--- src/rtl/core/bmtb_pkg.sv ---
`timescale 1ns / 1ps

package bmtb_pkg;

    localparam int MAX_PATTERN = 64;
    localparam int ALPHABET    = 256;
    localparam int IDX_W       = $clog2(MAX_PATTERN);
    localparam int CNT_W       = $clog2(MAX_PATTERN + 1);
    localparam int SGN_W       = CNT_W + 2;
    localparam int BYTE_W      = 8;
    localparam int SYM_W       = $clog2(ALPHABET);

    typedef enum logic [1:0] {
        OP_LOAD       = 2'd0,
        OP_QUERY_SKIP = 2'd1,
        OP_QUERY_GS   = 2'd2,
        OP_UNUSED     = 2'd3
    } op_t;

    typedef enum logic [1:0] {
        ST_OK        = 2'd0,
        ST_TOO_LONG  = 2'd1,
        ST_NOT_BUILT = 2'd2,
        ST_BAD_POS   = 2'd3
    } status_t;

    // Requests from the command front end to the table engine.
    typedef struct packed {
        logic              pat_we;
        logic [IDX_W-1:0]  pat_addr;
        logic [BYTE_W-1:0] pat_data;
        logic              build;
        logic [CNT_W-1:0]  build_len;
        logic [CNT_W-1:0]  fill_val;
        logic              build_gs;
        logic              rd_skip;
        logic              rd_shift;
        logic [SYM_W-1:0]  rd_addr;
    } bmtb_req_t;

    typedef struct packed {
        logic             done;
        logic             rd_valid;
        logic [CNT_W-1:0] rd_data;
    } bmtb_rsp_t;

endpackage

--- src/rtl/core/bmtb_engine.sv ---
`timescale 1ns / 1ps

module bmtb_engine
    import bmtb_pkg::*;
(
    input  logic      clk,
    input  logic      rst_n,
    input  bmtb_req_t req,
    output bmtb_rsp_t rsp
);

    typedef enum logic [16:0] {
        C_IDLE     = 17'h00001,
        C_FILL     = 17'h00002,
        C_SCAN_RD  = 17'h00004,
        C_SCAN_WR  = 17'h00008,
        C_GS_START = 17'h00010,
        C_GS_I     = 17'h00020,
        C_GS_M     = 17'h00040,
        C_GS_E     = 17'h00080,
        C_GS_R     = 17'h00100,
        C_SH_INIT  = 17'h00200,
        C_SH_K     = 17'h00400,
        C_SH_KC    = 17'h00800,
        C_SH_J     = 17'h01000,
        C_P3_RD    = 17'h02000,
        C_P3_S     = 17'h04000,
        C_P3_C     = 17'h08000,
        C_DONE     = 17'h10000
    } cstate_t;

    cstate_t state_reg, state_next;

    logic [CNT_W-1:0] n_reg, n_next;
    logic [CNT_W-1:0] fill_reg, fill_next;
    logic             gs_reg, gs_next;
    logic [SYM_W-1:0] b_reg, b_next;
    logic signed [SGN_W-1:0] i_reg, i_next, f_reg, f_next, g_reg, g_next;
    logic [CNT_W-1:0] j_reg, j_next, k_reg, k_next;
    logic [IDX_W-1:0] pos_reg, pos_next;
    logic             rd_valid_reg, rd_valid_next;
    logic             rd_sel_reg, rd_sel_next;

    // Memories.
    logic [BYTE_W-1:0] pat_mem [MAX_PATTERN];
    logic [CNT_W-1:0]  skip_mem [ALPHABET];
    logic [CNT_W-1:0]  suff_mem [MAX_PATTERN];
    logic [CNT_W-1:0]  shift_mem [MAX_PATTERN];

    logic [BYTE_W-1:0] pat_a_q, pat_b_q;
    logic [CNT_W-1:0]  skip_q, suff_q, shift_q;
    logic [IDX_W-1:0]  pat_a_ra, pat_b_ra, suff_ra, suff_wa, shift_ra, shift_wa;
    logic [SYM_W-1:0]  skip_ra, skip_wa;
    logic              skip_we, suff_we, shift_we;
    logic [CNT_W-1:0]  skip_wd, suff_wd, shift_wd;

    logic signed [SGN_W-1:0] n_s, mirror, g_new, g_dec, suff_s;
    logic [CNT_W-1:0]        cap_scan, n_m1, n_mk, cap3;

    always_ff @(posedge clk)
    begin
        if (req.pat_we)
        begin
            pat_mem[req.pat_addr] <= req.pat_data;
        end
        pat_a_q <= pat_mem[pat_a_ra];
        pat_b_q <= pat_mem[pat_b_ra];
    end

    always_ff @(posedge clk)
    begin
        if (skip_we)
        begin
            skip_mem[skip_wa] <= skip_wd;
        end
        skip_q <= skip_mem[skip_ra];
    end

    always_ff @(posedge clk)
    begin
        if (suff_we)
        begin
            suff_mem[suff_wa] <= suff_wd;
        end
        suff_q <= suff_mem[suff_ra];
    end

    always_ff @(posedge clk)
    begin
        if (shift_we)
        begin
            shift_mem[shift_wa] <= shift_wd;
        end
        shift_q <= shift_mem[shift_ra];
    end

    always_comb
    begin
        n_s      = $signed({2'b00, n_reg});
        mirror   = i_reg + n_s - SGN_W'(1) - f_reg;
        g_new    = (i_reg < g_reg) ? i_reg : g_reg;
        g_dec    = g_reg - SGN_W'(1);
        suff_s   = $signed({2'b00, suff_q});
        n_m1     = n_reg - CNT_W'(1);
        cap_scan = n_m1 - CNT_W'(i_reg);
        n_mk     = n_reg - k_reg;
        cap3     = n_m1 - k_reg;
    end

    always_comb
    begin
        state_next    = state_reg;
        n_next        = n_reg;
        fill_next     = fill_reg;
        gs_next       = gs_reg;
        b_next        = b_reg;
        i_next        = i_reg;
        f_next        = f_reg;
        g_next        = g_reg;
        j_next        = j_reg;
        k_next        = k_reg;
        pos_next      = pos_reg;
        rd_valid_next = 1'b0;
        rd_sel_next   = rd_sel_reg;

        pat_a_ra = i_reg[IDX_W-1:0];
        pat_b_ra = i_reg[IDX_W-1:0];
        suff_ra  = k_reg[IDX_W-1:0];
        shift_ra = req.rd_addr[IDX_W-1:0];
        skip_ra  = req.rd_addr;
        skip_we  = 1'b0;
        skip_wa  = b_reg;
        skip_wd  = fill_reg;
        suff_we  = 1'b0;
        suff_wa  = i_reg[IDX_W-1:0];
        suff_wd  = CNT_W'(f_reg - g_reg);
        shift_we = 1'b0;
        shift_wa = j_reg[IDX_W-1:0];
        shift_wd = n_reg;

        case (state_reg)
            C_IDLE:
            begin
                if (req.build)
                begin
                    n_next     = req.build_len;
                    fill_next  = req.fill_val;
                    gs_next    = req.build_gs;
                    b_next     = '0;
                    state_next = C_FILL;
                end
                else if (req.rd_skip || req.rd_shift)
                begin
                    rd_valid_next = 1'b1;
                    rd_sel_next   = req.rd_shift;
                end
            end
            C_FILL:
            begin
                skip_we = 1'b1;
                b_next  = b_reg + SYM_W'(1);
                if (b_reg == SYM_W'(ALPHABET - 1))
                begin
                    i_next = '0;
                    if (n_reg >= CNT_W'(2))
                    begin
                        state_next = C_SCAN_RD;
                    end
                    else
                    begin
                        state_next = gs_reg ? C_GS_START : C_DONE;
                    end
                end
            end
            C_SCAN_RD:
            begin
                state_next = C_SCAN_WR;
            end
            C_SCAN_WR:
            begin
                // Caps shrink as the position advances, so a plain overwrite
                // leaves the smallest cap for each byte value.
                skip_we = 1'b1;
                skip_wa = pat_a_q;
                skip_wd = (cap_scan < fill_reg) ? cap_scan : fill_reg;
                i_next  = i_reg + SGN_W'(1);
                if (i_reg + SGN_W'(2) < n_s)
                begin
                    state_next = C_SCAN_RD;
                end
                else
                begin
                    state_next = gs_reg ? C_GS_START : C_DONE;
                end
            end
            C_GS_START:
            begin
                suff_we = 1'b1;
                suff_wa = n_m1[IDX_W-1:0];
                suff_wd = n_reg;
                f_next  = '0;
                g_next  = n_s - SGN_W'(1);
                i_next  = n_s - SGN_W'(2);
                j_next  = '0;
                state_next = (n_reg >= CNT_W'(2)) ? C_GS_I : C_SH_INIT;
            end
            C_GS_I:
            begin
                suff_ra = mirror[IDX_W-1:0];
                if (i_reg > g_reg && mirror < n_s)
                begin
                    state_next = C_GS_M;
                end
                else
                begin
                    state_next = C_GS_E;
                end
            end
            C_GS_M:
            begin
                if (suff_s < i_reg - g_reg)
                begin
                    suff_we = 1'b1;
                    suff_wd = suff_q;
                    if (i_reg == '0)
                    begin
                        state_next = C_SH_INIT;
                    end
                    else
                    begin
                        i_next     = i_reg - SGN_W'(1);
                        state_next = C_GS_I;
                    end
                end
                else
                begin
                    state_next = C_GS_E;
                end
            end
            C_GS_E:
            begin
                g_next     = g_new;
                f_next     = i_reg;
                pat_a_ra   = g_new[IDX_W-1:0];
                pat_b_ra   = IDX_W'(g_new + n_s - SGN_W'(1) - i_reg);
                state_next = C_GS_R;
            end
            C_GS_R:
            begin
                pat_a_ra = g_dec[IDX_W-1:0];
                pat_b_ra = IDX_W'(g_dec + n_s - SGN_W'(1) - f_reg);
                if (!g_reg[SGN_W-1] && pat_a_q == pat_b_q)
                begin
                    g_next = g_dec;
                end
                else
                begin
                    suff_we = 1'b1;
                    if (i_reg == '0)
                    begin
                        state_next = C_SH_INIT;
                    end
                    else
                    begin
                        i_next     = i_reg - SGN_W'(1);
                        state_next = C_GS_I;
                    end
                end
            end
            C_SH_INIT:
            begin
                shift_we = 1'b1;
                j_next   = j_reg + CNT_W'(1);
                if (j_reg == n_m1)
                begin
                    j_next     = '0;
                    k_next     = n_reg;
                    state_next = C_SH_K;
                end
            end
            C_SH_K:
            begin
                suff_ra    = IDX_W'(k_reg - CNT_W'(1));
                state_next = C_SH_KC;
            end
            C_SH_KC, C_SH_J:
            begin
                if (state_reg == C_SH_J && j_reg < n_mk)
                begin
                    shift_we = 1'b1;
                    shift_wd = n_mk;
                    j_next   = j_reg + CNT_W'(1);
                end
                else if (state_reg == C_SH_KC && suff_q == k_reg)
                begin
                    state_next = C_SH_J;
                end
                else if (k_reg == CNT_W'(1))
                begin
                    k_next     = '0;
                    state_next = (n_reg >= CNT_W'(2)) ? C_P3_RD : C_DONE;
                end
                else
                begin
                    k_next     = k_reg - CNT_W'(1);
                    state_next = C_SH_K;
                end
            end
            C_P3_RD:
            begin
                suff_ra    = k_reg[IDX_W-1:0];
                state_next = C_P3_S;
            end
            C_P3_S, C_P3_C:
            begin
                shift_ra = IDX_W'(n_m1 - suff_q);
                if (state_reg == C_P3_S && suff_q <= n_m1)
                begin
                    pos_next   = IDX_W'(n_m1 - suff_q);
                    state_next = C_P3_C;
                end
                else
                begin
                    if (state_reg == C_P3_C && shift_q > cap3)
                    begin
                        shift_we = 1'b1;
                        shift_wa = pos_reg;
                        shift_wd = cap3;
                    end
                    if (k_reg + CNT_W'(2) >= n_reg)
                    begin
                        state_next = C_DONE;
                    end
                    else
                    begin
                        k_next     = k_reg + CNT_W'(1);
                        state_next = C_P3_RD;
                    end
                end
            end
            C_DONE:
            begin
                state_next = C_IDLE;
            end
            default:
            begin
                state_next = C_IDLE;
            end
        endcase
    end

    always_ff @(posedge clk or negedge rst_n)
    begin
        if (!rst_n)
        begin
            state_reg    <= C_IDLE;
            rd_valid_reg <= 1'b0;
        end
        else
        begin
            state_reg    <= state_next;
            rd_valid_reg <= rd_valid_next;
        end
    end

    always_ff @(posedge clk)
    begin
        n_reg      <= n_next;
        fill_reg   <= fill_next;
        gs_reg     <= gs_next;
        b_reg      <= b_next;
        i_reg      <= i_next;
        f_reg      <= f_next;
        g_reg      <= g_next;
        j_reg      <= j_next;
        k_reg      <= k_next;
        pos_reg    <= pos_next;
        rd_sel_reg <= rd_sel_next;
    end

    assign rsp.done     = (state_reg == C_DONE);
    assign rsp.rd_valid = rd_valid_reg;
    assign rsp.rd_data  = rd_sel_reg ? shift_q : skip_q;

endmodule

--- config.mk ---
export PLATFORM = sky130hd
export DESIGN_NAME = bmtb_engine
export DESIGN_NICKNAME = d
export VERILOG_FILES = /design/src/rtl/core/bmtb_pkg.sv /design/src/rtl/core/bmtb_engine.sv
export SDC_FILE = /design/constraint.sdc
export NUM_CORES = 2
export LEC_CHECK = 0
export BUFFER_PORTS_ARGS = -buffer_cell sky130_fd_sc_hd__buf_2
export CORE_MARGIN = 2
export CORE_UTILIZATION = 57
export DETAILED_ROUTE_END_ITERATION = 8
export GPL_TIMING_DRIVEN = 1
export PLACE_DENSITY = 0.74
export SYNTH_ARGS = -nofsm -noshare
export SYNTH_HDL_FRONTEND = slang
export SYNTH_SLANG_ARGS = --single-unit
--- constraint.sdc ---
create_clock -name clk -period 14.7 [get_ports clk]
set_input_delay 2.205 -clock clk [delete_from_list [all_inputs] [get_ports clk]]
set_output_delay 2.205 -clock clk [all_outputs]
set_load 0.02 [all_outputs]
* After elaboration in Yosys (flattened, before gate mapping)
Memory sizes are Yosys's and may differ from the RTL's. A register that Yosys moved wholly into a read port is not among the register bits. Index checks and enable logic that the tools add are counted.
Operators by class: muxes and demuxes 76, order comparisons 11, eq/ne operators 33, add/subtract/negate cells 27, bitwise logic cells 1, reduce and logical (&&, ||, !) cells 27
Operator list (count):
- case mux 17 bit (14 select lines) | 1
- two-way mux 17 bit | 13
- two-way mux 7 bit | 15
- two-way mux 9 bit | 6
- case mux 9 bit (5 select lines) | 1
- case mux 7 bit (3 select lines) | 2
- case mux 6 bit (2 select lines) | 3
- two-way mux 10 bit | 3
- two-way mux 6 bit | 5
- case mux 7 bit (2 select lines) | 2
- subtractor 7 bit | 4
- case mux 9 bit (3 select lines) | 1
- subtractor 9 x 2 -> 9 bit (second input constant) | 3
- two-way mux 8 bit | 3
- inequality test 2 bit (second input constant) | 11
- < comparator 9 x 8 -> 1 bit | 2
- case mux 9 bit (2 select lines) | 1
- subtractor 6 bit | 3
- subtractor 9 bit | 2
- equality test 17 x 1 -> 1 bit (second input constant) | 1
- equality test 17 x 10 -> 1 bit (second input constant) | 1
- equality test 17 x 11 -> 1 bit (second input constant) | 1
- equality test 17 x 12 -> 1 bit (second input constant) | 1
- equality test 17 x 13 -> 1 bit (second input constant) | 1
- other kinds (52) | 89
Storage, ports and cells: bits in registers 89, word-level logic and storage cells 192, input port bits 43, output and inout port bits 9, RAM bits 3200, memories kept 4
Memories:
- skip_mem | words 256, bits a word 7, rd ports 1, clocked after Yosys merged registers in 1, write ports 1, line bmtb_engine.sv:46 | logic [CNT_W-1:0] skip_mem [ALPHABET];
- pat_mem | words 64, bits a word 8, rd ports 2, clocked after Yosys merged registers in 2, write ports 1, line bmtb_engine.sv:45 | logic [BYTE_W-1:0] pat_mem [MAX_PATTERN];
- shift_mem | words 64, bits a word 7, rd ports 1, clocked after Yosys merged registers in 1, write ports 1, line bmtb_engine.sv:48 | logic [CNT_W-1:0] shift_mem [MAX_PATTERN];
- suff_mem | words 64, bits a word 7, rd ports 1, clocked after Yosys merged registers in 1, write ports 1, line bmtb_engine.sv:47 | logic [CNT_W-1:0] suff_mem [MAX_PATTERN];

* Logic depth before layout (Yosys ltp)
depth in word-level cells 9, depth in mapped cells 23, mapped depth without buffers 21

* Worst setup path before layout
No wires, ideal clock.
path type flip-flop to flip-flop, start reg n_reg[1], end mem skip_mem[0][1] (netlist bit), data pin, arrival time 13.090 ns, path slack -0.581 ns, library setup time 2.191 ns, buffers on the path 0, stages on the path, launching flop included 16, data required time 12.509 ns, clock period less this slack 15.281 ns, path through edfxtp_1 > inv_1 > ha_1 > inv_1 > ha_1 > nor2b_1 > o21ai_0 > nand2b_1 > a21o_1 > a21oi_1 > xnor2_1 > ha_1 > nor2b_1 > o21ai_0 > nand2_1 > o21ai_0
On the way: cells in the longest elaborated chain, start to end 5
Ends and longest elaborated chain:
- from (decl) | line bmtb_engine.sv:34 | logic [CNT_W-1:0] n_reg, n_next;
- from (signal assigned) | line bmtb_engine.sv:368 | n_reg <= n_next;
- subtractor 7 x 1 -> 7 bit (*) | line bmtb_engine.sv:104 | n_m1 = n_reg - CNT_W'(1);
- subtractor 7 bit (*) | line bmtb_engine.sv:105 | cap_scan = n_m1 - CNT_W'(i_reg);
- < comparator 7 bit | line bmtb_engine.sv:185 | skip_wd = (cap_scan < fill_reg) ? cap_scan : fill_reg;
- two-way mux 7 bit (*) | line bmtb_engine.sv:185
- two-way mux 7 bit (*) | line bmtb_engine.sv:141 | case (state_reg)
- named net skip_wd[1] | line bmtb_engine.sv:55 | logic [CNT_W-1:0] skip_wd, suff_wd, shift_wd;
- to (decl) | line bmtb_engine.sv:46
Mark *: on every way through the listed nets, which the timed path passes. The rest lies on a longest branch.

* Worst setup path after layout
start reg i_reg[0], end reg pat_b_q[1], read port of pat_mem
On the way: cells in the longest elaborated chain, start to end 6
Ends and longest elaborated chain:
- from (decl) | line bmtb_engine.sv:38 | logic signed [SGN_W-1:0] i_reg, i_next, f_reg, f_next, g_reg, g_next;
- from (signal assigned) | line bmtb_engine.sv:372 | i_reg <= i_next;
- < comparator 9 bit | line bmtb_engine.sv:101 | g_new = (i_reg < g_reg) ? i_reg : g_reg;
- two-way mux 9 bit | line bmtb_engine.sv:101
- adder 6 bit | line bmtb_engine.sv:245 | pat_b_ra = IDX_W'(g_new + n_s - SGN_W'(1) - i_reg);
- subtractor 6 x 2 -> 6 bit | line bmtb_engine.sv:245
- subtractor 6 bit | line bmtb_engine.sv:245
- case mux 6 bit (2 select lines) (*) | line bmtb_engine.sv:141
- to (decl) | line bmtb_engine.sv:50 | logic [BYTE_W-1:0] pat_a_q, pat_b_q;
Every way passes the cells marked *; elsewhere a longest branch is shown, timed or not. A chain may end at the register's enable or synchronous reset.

==> flow_summary.toml <==
[global_routing]
antenna_found_initial = 16
grt_pass1_vias = 82700
track_usage_pct = 30.3
grt_max_degree = 257
grt_pass1_wl_um = 560000
grt_overflow = 0

[timing]
fin_ws_ns = 7.61
finalClockSkew_ns = 0.101
whs_ns = 0.585
slew_viol_final = 0
slew_headroom_pct = 4.57
period_needed_ns = 7.09
rsz0062_at_grt = "no"
fin_crit_sh_pct = 48.2
fmax_mhz = 141
hold_viol_final = 0
finalSetupViolCount = 0
setup_tns_ns = 0
worst_slew_pin_slew_ns = 1.43

[floorplanning]
rows = 182
start_util_pct = 57.3
die-area_mm2 = 0.251
core_area_mm2 = 0.246
fp.dieW_um = 501
die_h_um = 501
ioPinCount = 52

[yosys]
yosysWarningCount = 0
yosys.area.top_type = "edfxtp_1"
syn_nets = 9163
syn_area_per_cell_um2 = 15.7
syn_area_mm2 = 0.141
synth_edf_count = 3271
ys_seq_area_share_pct = 70.7
syn_inst = 8965
async_flop_share_pct = 0.541
ys_top_cells_by_area = "edfxtp_1 70%, mux4_2 9.9%, nand2_1 3.9%"
netlist.area_leader.share_pct = 69.8
synth_cell_types = 86
ys_seq_elements = 3326
synthFlopType = "edfxtp_1"

[setup_path]
cp-end-kind = "register"
critPathKind = "register to register"
worstPathArrival_ns = 7.97
worstPathRequired_ns = 15.59
path_max_fanout = 158
start_kind = "register"

[power_and_ir_drop]
power.total_mw = 19.5
p_leak_nw = 51.4
p_per_area_mw_per_mm2 = 126
peakVddDrop_uv = 170

[run]
drv_cap = 0

[clock_network]
post_cts_buffers = 0
cts_resized = 0
cts.sinks = 3326
clk_latency_ns = 1.01
clock-root-buffer = "clkbuf_16"
cts_tree = "built"
clk_path_buf_depth = 4
cts_made_buffers = 344
clk_pin_slew_ns = 0.07
cts_hold_buf = 0
htreeDepth = 5

[drt]
drt_wl_total_um = 383000
drc_errors = 0
vias = 84900
drt_iter0_drc = 13900
vias_per_cell = 6.82
avgRoutedWirePerCell_um = 30.8
ant_nets = 0
firstDrtPassIters = 7

[run_status]
status = "finished, final reports clean"

[placement]
gp_congestion = 0.937
dpl_worst_slack_ns = 7.90
dp_hpwl_um = 217000
port_buffers = 51

[layout]
drive_above_1_share_pct = 15.1
fill_cells = 16500
regMostFlops = "skip_mem"
largest_reg_flops = 1792
final_nets = 9144
top_regs = "skip_mem: 1792 flops, pat_mem: 512 flops"
area_delta_synth_final_pct = 10.3

[worst_hold_path]
min_path_type = "register to register"
placed cells by master (no fill, tap or decap), drive strengths merged, types with 37 or more instances in the layout:
cell type,n
o221ai,47
edfxtp,3271
a22oi,106
nand3,317
a31oi,100
clkbuf,427
mux4,618
nand2,1467
o21ai,110
nor2,580
clkinv,126
dfxtp,37
buf,171
a32oi,91
ha,128
xnor2,86
and3,117
nor3,47
mux2,48
inv,121
a21oi,392
mux2i,181
worst max-delay path, cell delays in order (launching register included):
cell and delay, ns:
edfxtp_1 0.63, inv_1 0.45, ha_1 0.26, nor2b_1 0.06, o31a_1 0.31, o211ai_1 0.26
nand2_1 0.33, o21ai_0 0.40, fa_1 0.50, ha_1 0.28, a22oi_1 0.29, nor2b_4 0.20
buf_4 0.64, buf_12 0.53, nand2_1 0.11, and3_1 0.19, a31oi_1 0.38, a221oi_1 0.17
o22ai_1 0.55, a221o_1 0.20
cell type report:
type	instances	area [um2]	share of cell area (%)
Sequential cell	3326	99400	64.1
Clock buffer	426	9120	5.88
Timing Repair Buffer	172	1270	0.821
Tap cell	3220	4030	2.60
Clock inverter	183	1830	1.18
Multi-Input combinational cell	4991	39100	25.2
Inverter	111	417	0.268
Antenna cell	11	27.5	0.0177
metal layers:
layer / up-vias / track usage [%] / wire length (um) / part of all wire [%]
met1: 42800 / 41.1 / 137000 / 36
li1: 34800 / - / - / -
met3: 1068 / 6.75 / 45200 / 12
met4: 14 / 12.5 / 17600 / 4.6
met2: 6158 / 47.8 / 182000 / 48
met5: - / 0 / 98 / 0.026
synth_stat cells, drive strengths merged (35+ instances only):
library cell / instances
buf: 186
nor3: 47
xnor2: 86
xor2: 35
nand3: 317
a21oi: 392
a32oi: 91
and3: 117
nor2: 580
clkbuf: 351
ha: 128
dfxtp: 37
a22oi: 106
inv: 111
edfxtp: 3271
a31oi: 100
mux2i: 181
o21ai: 110
nand2: 1467
o221ai: 47
mux2: 48
mux4: 618
final timing paths:
check                                   from       endpoint  slack (ns)  depth (start not counted)
worst max-delay path                i_reg[0]     pat_b_q[1]        7.61                         19
worst min-delay path            state_reg[0]   state_reg[0]        0.58                          2
worst max register to register      i_reg[0]     pat_b_q[1]        7.61                         19
worst min register to register  state_reg[0]   state_reg[0]        0.58                          2
max in group asynchronous              rst_n  state_reg[14]       13.06                          1
min in group asynchronous              rst_n   rd_valid_reg        1.22                          1
kinds of logic (layout without fill, tap and decap cells):
group	after synthesis	count (layout)	share of synthesized area, %
AND/OR/NAND/NOR	2709	2709	8.19
flip-flops	3326	3326	70.7
multiplexers	847	847	11.6
buffers and inverters	648	892	1.84
XOR/XNOR	121	121	0.753
AO/OA/AOI/OAI	1159	1159	5.48
other	0	11	0
adder cells (fa/ha/maj)	155	155	1.52
power by group:
| group | internal, mW | switching, mW | total [mW] |
|---|---|---|---|
| sequential | 10.3 | 0.0241 | 10.3 |
| combinational | 0.232 | 0.321 | 0.553 |
| clock | 5.01 | 3.63 | 8.64 |
| total | 15.5 | 3.98 | 19.5 |
metrics by stage:
stage	util, %	instances	area, um2
3_3_place_gp	58.7	11800	144000
5_1_grt	63.2	12400	155000
2_1_floorplan	-	8965	141000
4_1_cts	63.2	12400	155000
3_5_place_dp	58.7	11800	144000
6_report	63.2	12400	155000
Power figures use the tool's default switching activity.
